`src/rtl/core/pmp_ra_pkg.sv`:
```
// Package of shared types and constants for the protection region allocator.
package pmp_ra_pkg;

  typedef enum logic [2:0] {
    OP_CREATE  = 3'd0,
    OP_RELEASE = 3'd1,
    OP_ENCODE  = 3'd2,
    OP_QUERY   = 3'd3,
    OP_OVERLAP = 3'd4
  } op_e;

  typedef enum logic [2:0] {
    ST_OK        = 3'd0,
    ST_BAD_SIZE  = 3'd1,
    ST_OVERLAP   = 3'd2,
    ST_UNALIGNED = 3'd3,
    ST_BAD_TOR   = 3'd4,
    ST_NO_SLOT   = 3'd5,
    ST_INVALID   = 3'd6
  } status_e;

  localparam logic [1:0] PRI_ANY    = 2'd0;
  localparam logic [1:0] PRI_TOP    = 2'd1;
  localparam logic [1:0] PRI_BOTTOM = 2'd2;

  localparam logic [7:0] CFG_TOR   = 8'h08;
  localparam logic [7:0] CFG_NAPOT = 8'h18;
  localparam logic [7:0] PERM_MASK = 8'h07;

  typedef struct packed {
    logic [2:0]  operation;
    logic [3:0]  enclave;
    logic [63:0] start_address;
    logic [63:0] length;
    logic [1:0]  priority_req;
    logic        share_ok;
    logic [3:0]  region_select;
    logic [7:0]  permission;
  } req_t;

  typedef struct packed {
    logic [2:0]  status;
    logic [3:0]  slot_id;
    logic [3:0]  entry_index;
    logic [63:0] entry_address;
    logic [7:0]  entry_config;
    logic [63:0] region_base;
    logic [63:0] region_length;
    logic        overlaps;
    logic        last;
  } rsp_t;

  // Controller to datapath.
  typedef struct packed {
    logic load;      // capture the request
    logic scan_step; // compare one region for overlap
    logic scan_clr;  // clear the overlap scan
    logic commit;    // apply create or release
    logic emit0;     // build first result
    logic emit1;     // build second result
  } dp_cmd_t;

  // Datapath to controller.
  typedef struct packed {
    logic scan_done;
    logic pair;
  } dp_sts_t;

endpackage

```
`src/rtl/core/pmp_ra_if.sv`:
```
// Valid/ready channel interface carrying one word.
interface pmp_ra_if #(
  parameter type T = logic
);
  logic valid;
  logic ready;
  T     data;
  modport source  (output valid, output data, input ready);
  modport sink    (input valid, input data, output ready);
  modport monitor (input valid, input data, input ready);
endinterface

```
`src/rtl/core/pmp_ra_ctrl.sv`:
```
// Controller state machine sequencing the allocator datapath.
module pmp_ra_ctrl
  import pmp_ra_pkg::*;
(
  input  logic    clk_i,
  input  logic    rst_ni,
  input  logic    in_valid_i,
  input  logic    op_valid_i,
  output logic    in_ready_o,
  output logic    out_valid_o,
  input  logic    out_ready_i,
  output dp_cmd_t cmd_o,
  input  dp_sts_t sts_i
);

  typedef enum logic [2:0] {S_IDLE, S_SCAN, S_EXEC, S_OUT1} state_e;

  state_e state_q, state_d;
  logic   vld_q, vld_d;

  assign in_ready_o  = (state_q == S_IDLE) && !vld_q;
  assign out_valid_o = vld_q;

  always_comb begin
    state_d = state_q;
    vld_d   = vld_q;
    cmd_o   = '0;
    if (vld_q && out_ready_i) begin
      vld_d = 1'b0;
    end
    unique case (state_q)
      S_IDLE: begin
        if (in_valid_i && !vld_q) begin
          cmd_o.load     = 1'b1;
          cmd_o.scan_clr = 1'b1;
          if (op_valid_i) begin
            state_d = S_SCAN;
          end
        end
      end
      S_SCAN: begin
        cmd_o.scan_step = 1'b1;
        if (sts_i.scan_done) begin
          state_d = S_EXEC;
        end
      end
      S_EXEC: begin
        cmd_o.commit = 1'b1;
        cmd_o.emit0  = 1'b1;
        vld_d        = 1'b1;
        state_d      = sts_i.pair ? S_OUT1 : S_IDLE;
      end
      S_OUT1: begin
        if (out_ready_i) begin
          cmd_o.emit1 = 1'b1;
          vld_d       = 1'b1;
          state_d     = S_IDLE;
        end
      end
      default: state_d = S_IDLE;
    endcase
  end

  always_ff @(posedge clk_i or negedge rst_ni) begin
    if (!rst_ni) begin
      state_q <= S_IDLE;
      vld_q   <= 1'b0;
    end else begin
      state_q <= state_d;
      vld_q   <= vld_d;
    end
  end

  assert property (@(posedge clk_i) disable iff (!rst_ni)
    (state_q == S_EXEC) |=> vld_q)
    else $error("result not raised after execute");
  assert property (@(posedge clk_i) disable iff (!rst_ni)
    in_ready_o |-> !vld_q)
    else $error("input taken while result pending");
  assert property (@(posedge clk_i) disable iff (!rst_ni)
    (vld_q && !out_ready_i) |=> vld_q)
    else $error("result dropped");

endmodule

```
`src/rtl/core/pmp_ra_dp.sv`:
```
// Datapath: region tables, entry-use maps, overlap scan and result build.
module pmp_ra_dp
  import pmp_ra_pkg::*;
#(
  parameter int REGIONS    = 16,
  parameter int ENTRIES    = 16,
  parameter int ENCLAVES   = 16,
  parameter int PAGE_SHIFT = 12
) (
  input  logic    clk_i,
  input  logic    rst_ni,
  input  req_t    req_i,
  input  dp_cmd_t cmd_i,
  output dp_sts_t sts_o,
  output rsp_t    rsp_o
);

  localparam int RW = (REGIONS > 1) ? $clog2(REGIONS) : 1;
  localparam int EW = $clog2(ENTRIES);
  localparam int CW = $clog2(REGIONS + 1);
  localparam int NW = (ENCLAVES > 1) ? $clog2(ENCLAVES) : 1;
  localparam logic [63:0] PMASK = (64'd1 << PAGE_SHIFT) - 64'd1;
  localparam logic [63:0] ONES = '1;

  logic [63:0]   base_q   [REGIONS];
  logic [63:0]   len_q    [REGIONS];
  logic          napot_q  [REGIONS];
  logic          share_q  [REGIONS];
  logic [EW-1:0] ent_q    [REGIONS];
  logic [REGIONS-1:0]  valid_q;
  logic [ENTRIES-1:0]  use_q [ENCLAVES];

  req_t          req_q;
  logic [CW-1:0] scan_q;
  logic          ovl_q;
  rsp_t          rsp_q;

  // Request decode.
  logic          enc_ok, reg_ok, rvalid;
  logic [RW-1:0] rsel;
  logic [NW-1:0] eidx;
  logic [ENTRIES-1:0] map;
  logic [63:0]   st, ln, end_c;
  logic          wrap;
  assign st     = req_q.start_address;
  assign ln     = req_q.length;
  assign end_c  = st + ln;
  assign wrap   = end_c < st;
  assign enc_ok = 32'(req_q.enclave) < ENCLAVES;
  assign reg_ok = 32'(req_q.region_select) < REGIONS;
  assign rsel   = RW'(req_q.region_select);
  assign eidx   = NW'(req_q.enclave);
  assign rvalid = reg_ok && valid_q[rsel];
  assign map    = enc_ok ? use_q[eidx] : '1;

  // Free region and entry searches.
  logic          rfree_f, efree_f, pfree_f;
  logic [RW-1:0] rfree;
  logic [EW-1:0] efree, pfree;
  always_comb begin
    rfree_f = 1'b0; rfree = '0;
    for (int i = REGIONS - 1; i >= 0; i--) begin
      if (!valid_q[i]) begin rfree_f = 1'b1; rfree = RW'(i); end
    end
    efree_f = 1'b0; efree = '0;
    for (int i = ENTRIES - 1; i >= 0; i--) begin
      if (!map[i]) begin efree_f = 1'b1; efree = EW'(i); end
    end
    pfree_f = 1'b0; pfree = '0;
    for (int i = ENTRIES - 2; i >= 0; i--) begin
      if (!map[i] && !map[i+1]) begin pfree_f = 1'b1; pfree = EW'(i + 1); end
    end
  end

  // Create decision.
  logic [2:0]    c_st;
  logic          c_napot, c_ok;
  logic [EW-1:0] c_ent;
  always_comb begin
    c_st    = ST_OK;
    c_ok    = 1'b0;
    c_ent   = '0;
    c_napot = (ln == ONES && st == 64'd0) ||
              (((ln & (ln - 64'd1)) == 64'd0) && ((st & (ln - 64'd1)) == 64'd0));
    if (ln == 64'd0) c_st = ST_BAD_SIZE;
    else if (!req_q.share_ok && (wrap || ovl_q)) c_st = ST_OVERLAP;
    else if ((ln != ONES && (ln & PMASK) != 64'd0) || (st & PMASK) != 64'd0)
      c_st = ST_UNALIGNED;
    else if (!c_napot && req_q.priority_req != PRI_ANY &&
             (req_q.priority_req != PRI_TOP || st != 64'd0)) c_st = ST_BAD_TOR;
    else if (!c_napot && (ln & PMASK) != 64'd0) c_st = ST_UNALIGNED;
    else if (!rfree_f) c_st = ST_NO_SLOT;
    else if (req_q.priority_req == PRI_TOP) begin
      if (map[0]) c_st = ST_NO_SLOT; else c_ok = 1'b1;
    end else if (c_napot && req_q.priority_req == PRI_BOTTOM) begin
      c_ent = EW'(ENTRIES - 1); c_ok = 1'b1;
    end else if (c_napot) begin
      if (!efree_f) c_st = ST_NO_SLOT; else begin c_ent = efree; c_ok = 1'b1; end
    end else begin
      if (!pfree_f) c_st = ST_NO_SLOT; else begin c_ent = pfree; c_ok = 1'b1; end
    end
  end
  logic c_rid_set;
  assign c_rid_set = (c_st == ST_OK) || (c_st == ST_NO_SLOT && rfree_f);

  // Encode values.
  logic [63:0] e_base, e_len, e_addr;
  logic        e_napot, e_pair;
  logic [EW-1:0] e_ent;
  assign e_base  = base_q[rsel];
  assign e_len   = len_q[rsel];
  assign e_napot = napot_q[rsel];
  assign e_ent   = ent_q[rsel];
  assign e_pair  = !e_napot && e_ent != '0;
  always_comb begin
    if (e_napot && e_base == 64'd0 && e_len == ONES) e_addr = ONES;
    else if (e_napot) e_addr = (e_base | ((e_len >> 1) - 64'd1)) >> 2;
    else e_addr = (e_base + e_len) >> 2;
  end

  assign sts_o.scan_done = scan_q == CW'(REGIONS - 1);
  assign sts_o.pair = (req_q.operation == OP_ENCODE) && rvalid && e_pair;
  assign rsp_o = rsp_q;

  // Scan one region per cycle.
  logic [RW-1:0] sidx;
  logic          scan_hit;
  assign sidx = scan_q[RW-1:0];
  assign scan_hit = valid_q[sidx] && !share_q[sidx] && base_q[sidx] < end_c &&
                    (base_q[sidx] + len_q[sidx]) > st;

  // Result word for the current emit command.
  rsp_t rsp_d;
  always_comb begin
    rsp_d      = '0;
    rsp_d.last = 1'b1;
    if (cmd_i.emit1) begin
      rsp_d.entry_index   = 4'(e_ent - EW'(1));
      rsp_d.entry_address = e_base >> 2;
    end else begin
      unique case (req_q.operation)
        OP_CREATE: begin
          rsp_d.status = c_st;
          if (c_rid_set) rsp_d.slot_id = 4'(rfree);
        end
        OP_OVERLAP: rsp_d.overlaps = wrap || ovl_q;
        default: begin
          if (!rvalid) rsp_d.status = ST_INVALID;
          else if (req_q.operation == OP_QUERY) begin
            rsp_d.region_base   = e_base;
            rsp_d.region_length = e_len;
          end else if (req_q.operation == OP_ENCODE) begin
            rsp_d.entry_index   = 4'(e_ent);
            rsp_d.entry_address = e_addr;
            rsp_d.entry_config  = (e_napot ? CFG_NAPOT : CFG_TOR) |
                                  (req_q.permission & PERM_MASK);
            rsp_d.last          = !e_pair;
          end
        end
      endcase
    end
  end

  // Entry-use row of the addressed enclave after a create or release.
  logic [ENTRIES-1:0] use_row;
  always_comb begin
    use_row = map;
    if (req_q.operation == OP_CREATE) begin
      use_row[c_ent] = 1'b1;
      if (!c_napot && c_ent != '0) use_row[c_ent - EW'(1)] = 1'b1;
    end else begin
      use_row[e_ent] = 1'b0;
      if (e_pair) use_row[e_ent - EW'(1)] = 1'b0;
    end
  end

  always_ff @(posedge clk_i) begin
    if (cmd_i.load) req_q <= req_i;
    if (cmd_i.scan_clr) begin
      scan_q <= '0; ovl_q <= 1'b0;
    end else if (cmd_i.scan_step) begin
      if (!sts_o.scan_done) scan_q <= scan_q + CW'(1);
      if (scan_hit) ovl_q <= 1'b1;
    end
    if (cmd_i.emit0 || cmd_i.emit1) rsp_q <= rsp_d;
    if (cmd_i.commit && req_q.operation == OP_CREATE && c_ok) begin
      base_q[rfree]  <= st;
      len_q[rfree]   <= ln;
      napot_q[rfree] <= c_napot;
      share_q[rfree] <= req_q.share_ok;
      ent_q[rfree]   <= c_ent;
    end
  end

  always_ff @(posedge clk_i or negedge rst_ni) begin
    if (!rst_ni) begin
      valid_q <= '0;
      for (int i = 0; i < ENCLAVES; i++) use_q[i] <= '0;
    end else if (cmd_i.commit) begin
      if (req_q.operation == OP_CREATE && c_ok) begin
        valid_q[rfree] <= 1'b1;
        if (enc_ok) use_q[eidx] <= use_row;
      end else if (req_q.operation == OP_RELEASE && rvalid) begin
        valid_q[rsel] <= 1'b0;
        if (enc_ok) use_q[eidx] <= use_row;
      end
    end
  end

  assert property (@(posedge clk_i) disable iff (!rst_ni)
    cmd_i.scan_clr |=> (scan_q == '0 && !ovl_q))
    else $error("scan not cleared");
  assert property (@(posedge clk_i) disable iff (!rst_ni)
    (cmd_i.commit && req_q.operation == OP_CREATE && c_ok) |=> valid_q[$past(rfree)])
    else $error("created region not marked valid");
  assert property (@(posedge clk_i) disable iff (!rst_ni)
    cmd_i.emit1 |=> (rsp_q.last && rsp_q.status == ST_OK))
    else $error("second encode word malformed");

endmodule

```
`src/rtl/core/pmp_region_allocator_unit.sv`:
```
// Top level of the protection region allocator.
//
//   channel  | dir | word   | accepted when
//   in_ch    | in  | req_t  | valid && ready
//   out_ch   | out | rsp_t  | valid && ready
//
// Every valid operation passes through a load step, an overlap scan (one
// region compared per cycle against the captured range) and an execute step
// that updates the tables and registers the first result word. A new request
// is taken only once the controller is idle again and no result word is
// pending. An encode of a TOR pair adds a second word once the first is taken.
// Undefined operation codes are accepted and dropped. Reset clears the valid
// map, the entry-use maps and the controller; table contents are written
// before use.
// A stalled output holds its word and blocks new input until it is taken.
module pmp_region_allocator_unit
  import pmp_ra_pkg::*;
#(
  parameter int REGIONS    = 16,
  parameter int ENTRIES    = 16,
  parameter int ENCLAVES   = 16,
  parameter int PAGE_SHIFT = 12
) (
  input  logic   clk_i,
  input  logic   rst_ni,
  pmp_ra_if.sink   in_ch,
  pmp_ra_if.source out_ch
);

  dp_cmd_t cmd;
  dp_sts_t sts;
  logic    op_valid;

  // Codes five to seven produce no word and touch no state.
  assign op_valid = in_ch.data.operation <= OP_OVERLAP;

  pmp_ra_ctrl u_ctrl (
    .clk_i       (clk_i),
    .rst_ni      (rst_ni),
    .in_valid_i  (in_ch.valid),
    .op_valid_i  (op_valid),
    .in_ready_o  (in_ch.ready),
    .out_valid_o (out_ch.valid),
    .out_ready_i (out_ch.ready),
    .cmd_o       (cmd),
    .sts_i       (sts)
  );

  pmp_ra_dp #(
    .REGIONS    (REGIONS),
    .ENTRIES    (ENTRIES),
    .ENCLAVES   (ENCLAVES),
    .PAGE_SHIFT (PAGE_SHIFT)
  ) u_dp (
    .clk_i  (clk_i),
    .rst_ni (rst_ni),
    .req_i  (in_ch.data),
    .cmd_i  (cmd),
    .sts_o  (sts),
    .rsp_o  (out_ch.data)
  );

endmodule

```
`src/flat_wrapper.sv`:
```
// flat-port wrapper written by rule: the top's interface ports become plain ports
module pmp_region_allocator_unit_flat import pmp_ra_pkg::*;
#(
  parameter int REGIONS    = 16,
  parameter int ENTRIES    = 16,
  parameter int ENCLAVES   = 16,
  parameter int PAGE_SHIFT = 12
)
  (clk_i, rst_ni, in_ch_valid, in_ch_data, in_ch_ready, out_ch_valid, out_ch_data, out_ch_ready);
  pmp_ra_if #(.T(req_t)) in_ch_i ();
  pmp_ra_if #(.T(rsp_t)) out_ch_i ();
  input  logic clk_i;
  input  logic rst_ni;
  input wire logic [$bits(in_ch_i.valid)-1:0] in_ch_valid;
  input wire logic [$bits(in_ch_i.data)-1:0] in_ch_data;
  output wire logic [$bits(in_ch_i.ready)-1:0] in_ch_ready;
  output wire logic [$bits(out_ch_i.valid)-1:0] out_ch_valid;
  output wire logic [$bits(out_ch_i.data)-1:0] out_ch_data;
  input wire logic [$bits(out_ch_i.ready)-1:0] out_ch_ready;
  assign in_ch_i.valid = in_ch_valid;
  assign in_ch_i.data = in_ch_data;
  assign in_ch_ready = in_ch_i.ready;
  assign out_ch_valid = out_ch_i.valid;
  assign out_ch_data = out_ch_i.data;
  assign out_ch_i.ready = out_ch_ready;
  pmp_region_allocator_unit #(.REGIONS(REGIONS), .ENTRIES(ENTRIES), .ENCLAVES(ENCLAVES), .PAGE_SHIFT(PAGE_SHIFT)) u_core (.clk_i(clk_i), .rst_ni(rst_ni), .in_ch(in_ch_i), .out_ch(out_ch_i));
endmodule
```
`config.mk`:
```
export PLATFORM = sky130hd
export DESIGN_NAME = pmp_region_allocator_unit_flat
export DESIGN_NICKNAME = d
export VERILOG_FILES = /design/src/rtl/core/pmp_ra_pkg.sv /design/src/rtl/core/pmp_ra_if.sv /design/src/rtl/core/pmp_ra_ctrl.sv /design/src/rtl/core/pmp_ra_dp.sv /design/src/rtl/core/pmp_region_allocator_unit.sv /design/src/flat_wrapper.sv
export SDC_FILE = /design/constraint.sdc
export NUM_CORES = 2
export LEC_CHECK = 0
export BUFFER_PORTS_ARGS = -buffer_cell sky130_fd_sc_hd__buf_2
export CAP_MARGIN = 0
export CORE_MARGIN = 10
export CORE_UTILIZATION = 51
export DETAILED_ROUTE_END_ITERATION = 16
export PLACE_DENSITY_LB_ADDON = 0.1
export SETUP_SLACK_MARGIN = 0.1
export SLEW_MARGIN = 20
export SYNTH_ARGS = -nofsm -noshare
export SYNTH_HDL_FRONTEND = slang
export SYNTH_SLANG_ARGS = --single-unit
export TNS_END_PERCENT = 5
```
`constraint.sdc`:
```
create_clock -name clk_i -period 26 [get_ports clk_i]
set_input_delay 5.2 -clock clk_i [delete_from_list [all_inputs] [get_ports clk_i]]
set_output_delay 5.2 -clock clk_i [all_outputs]
set_load 0.02 [all_outputs]
```
==> results.md <==
- Synth unique cells: 97
- Die Area: 0.299 mm2
- Total power draw: 17400 uW
- Syn avg cell area: 16.7 um2
- Clock tree sinks: 2787
- Core ar.: 0.276 mm2
- Die Wd: 547 um
- CTS tree: done
- Setup CP Type: flip-flop to flip-flop
- M3 GR Usage: 7.99%
- Post-DP HPWL: 324000 um
- Final Cycle Share: 53.5%
- Avg WL per Cell: 37.3 um
- Vias in the first global route: 89498
- GRT met1 Usage: 44.3%
- Clk pin slew, worst setup/hold paths: 0.07 ns
- Initial antenna violation count: 34
- Maximum clock insertion buffer count: 4
- Synth Warn #: 0
- Setup Buffers After CTS: 0
- Pleak: 0.0543 uW
- Cells after synthesis: 8511
- First-pass iteration count of the detailed router: 8
- Vias per cell: 6.90
- DR iter-0 viols: 11971
- Slowest cell on crit path: edfxtp_1
- Die Ht: 547 um
- # H-tree levels: 5
- Crit path time final: 13.91 ns
- First-pass GRT wire length: 679000 um
- Fin Clk Skew: 0.0742 ns
- Worst-margin pin slew: 1.29 ns
- Filler Cells Inserted: 21152
- Slew headroom: 13.1%
- Status: finished clean
- Post-synthesis sequential area ratio: 58.0%
- Final hold violations: 0
- Asr flop ratio synth: 9.87%
- Critical Path AT: 14.43 ns
- GRT Resource Usage Total: 31.6%
- Critical path startpoint category: flip-flop
- Worst Path Required: 26.52 ns
- GP Congestion: 0.959
- Post-CTS sizing: 0
- Max Cap Violations: 0
- Root Driver: clkbuf_16
- Worst path most repeated cell: buf_4
- Fmax: 0.0719 GHz
- Max-slew violation count: 0
- Post-route DRC: 0
- PwrDens: 110 mW/mm2
- Mapped Area: 0.142 mm2
- Initial Util: 51.3%
- Critical path fanouts, max: 40
- #FFs+latches synth: 2787
- Hold buffer count at CTS: 0
- Crit. End Element: flip-flop
- Setup TNS: 0 ns
- Num rows: 193
- I/O pin total: 369
- Final nets: 9631
- Grt met2 use: 48.0%
- HP Class: flip-flop to flip-flop
- Vias: 89780
- CP max stage delay: 0.90 ns
- Worst vdd ir: 0.0836 mV
- Port buffer count: 360
- Overflow after GRT: 0
- RSZ-0062 raised after global routing: false
- Busiest grt layer: met2
- Area delta synth->final: 11.8%
- Routed wire length: 485000 um
- Ratio of cells with drive above 1 in the final layout: 28.3%
- Final setup viols: 0
- Cts bufs inserted: 305
- Post-synth EDFFs: 2498
- Worst-Skew Late Latency: 0.95 ns
- Post-DRT Antenna Nets: 0
- Largest net degree at the start of global routing: 129
- Top FF cell, synth: edfxtp_1
[cell families (layout without fill, tap and decap cells)]
logic type               count (synthesis)  count (layout)  share of synthesized area (%)
AO/OA/AOI/OAI                         1314            1314                           5.70
XOR/XNOR                               233             233                           1.44
AND/OR/NAND/NOR                       1522            1522                           5.56
multiplexers                          1525            1525                           23.0
other                                    1              33                        0.00265
buffers and inverters                  676            1433                           2.28
flip-flops                            2787            2787                           58.0
adder cells (fa/ha/maj)                453             453                           4.01
[state kept, by name, indices dropped and copies added (netlist names), named ones only]
register / cells
u_core.u_dp.base_q: 1024
u_core.u_dp.len_q: 1024
u_core.u_dp.use_q: 256
u_core.u_dp.rsp_o: 209
u_core.u_dp.ent_q: 64
u_core.u_dp.ln: 64
u_core.u_dp.st: 64
u_core.u_dp.napot_q: 16
u_core.u_dp.share_q: 16
u_core.u_dp.valid_q: 16
u_core.u_dp.req_q: 9
u_core.u_dp.scan_q: 5
u_core.u_dp.eidx: 4
u_core.u_dp.rsel: 4
u_core.u_ctrl.state_q: 2
u_core.u_ctrl.out_valid_o: 1
u_core.u_dp.ovl_q: 1
[final timing paths]
check	start	to	slack (ns)	cells after the start
setup reg to reg	u_core.u_dp.ln[0]$_DFFE_PP_	u_core.u_dp.len_q[6][52]$_DFFE_PP_	12.09	32
min in group asynchronous	rst_ni	u_core.u_dp.use_q[175]$_DFFE_PN0P_	4.39	1
setup / recovery	u_core.u_dp.ln[0]$_DFFE_PP_	u_core.u_dp.len_q[6][52]$_DFFE_PP_	12.09	32
hold reg to reg	u_core.u_dp.use_q[215]$_DFFE_PN0P_	u_core.u_dp.use_q[215]$_DFFE_PN0P_	0.47	2
hold / removal	u_core.u_dp.use_q[215]$_DFFE_PN0P_	u_core.u_dp.use_q[215]$_DFFE_PN0P_	0.47	2
max in group asynchronous	rst_ni	u_core.u_dp.valid_q[6]$_DFFE_PN0P_	20.10	2
[stage by stage]
stage                     cells  hold WS (ns)  instance area [um2]  util (%)  worst slack, ns
after floorplan            8513         0.441               142000         -            12.66
final                     13005         0.474               158000      57.3            12.09
after global routing      12983         0.499               158000      57.3            11.58
after global placement    12421         0.455               149000      53.7            12.38
after detailed placement  12421         0.463               149000      53.7            12.26
after CTS                 12974         0.477               158000      57.3            12.20
[critical path: cells and delay by family, from the launching register on]
| kind | cells | cell delay [ns] |
|---|---|---|
| fa+ha+maj | 3 | 1.03 |
| xor+xnor | 1 | 0.14 |
| flops | 1 | 0.90 |
| buf+inv | 6 | 2.84 |
| compound gates | 11 | 4.26 |
| simple gates | 11 | 4.15 |
[Yosys cell counts (33+ instances only)]
library cell	count	area [um2]
a21o_1	209	1570
nor2b_1	89	557
mux4_2	1312	29500
inv_1	201	754
a211oi_1	36	270
o22ai_1	36	225
a31oi_1	34	213
mux2i_1	60	601
dfrtp_1	275	6880
nand2_1	311	1170
nor4_1	75	469
mux2_2	100	1130
xnor2_1	143	1250
nand2b_1	110	688
clkbuf_1	257	965
or3_1	37	231
nand4_1	116	726
nand3_1	83	415
edfxtp_1	2498	75000
mux4_1	53	1390
nor3_1	67	335
and2_1	127	795
buf_1	78	293
nor2_1	367	1380
ha_1	451	5640
xor2_1	90	788
a21oi_1	440	2200
buf_2	58	290
buf_4	33	248
o21bai_1	39	293
o21ai_0	306	1530
[power by group]
group          internal [uW]  leakage, uW  switching (uW)
logic                   3270       0.0236            4660
clock network           2430      0.00472            1840
registers               5020       0.0260             135
total                  10700       0.0543            6640
[per-layer routing]
layer  vias up  part of all wire [%]
li1      36155                     -
met1     47538                    39
met2      5188                    45
met3       887                    11
met4        12                   4.4
met5         -                 0.015
[cells in the final DEF (no fill, tap or decap), types with 201 or more instances in the layout]
master and n:
ha_1 451, edfxtp_1 2498, nand2_1 311, o21ai_0 296, nor2_1 346, clkbuf_16 308, buf_2 359, mux4_2 1311
dfrtp_1 275, inv_1 201, buf_4 300, a21oi_1 438, a21o_1 209
[cell type report]
type                       instances  area [um2]  area share [%]
clock buffer                     385        8080            5.10
tap                             3705        4640            2.93
multi-input combinational       5050       56600            35.7
sequential                      2787       82200            51.9
clock inverter                   168        1660            1.05
inverter                         202         766           0.483
timing repair buffer             678        4420            2.79
antenna                           30        75.1          0.0474
No activity file was read; power rests on OpenSTA's default activity.
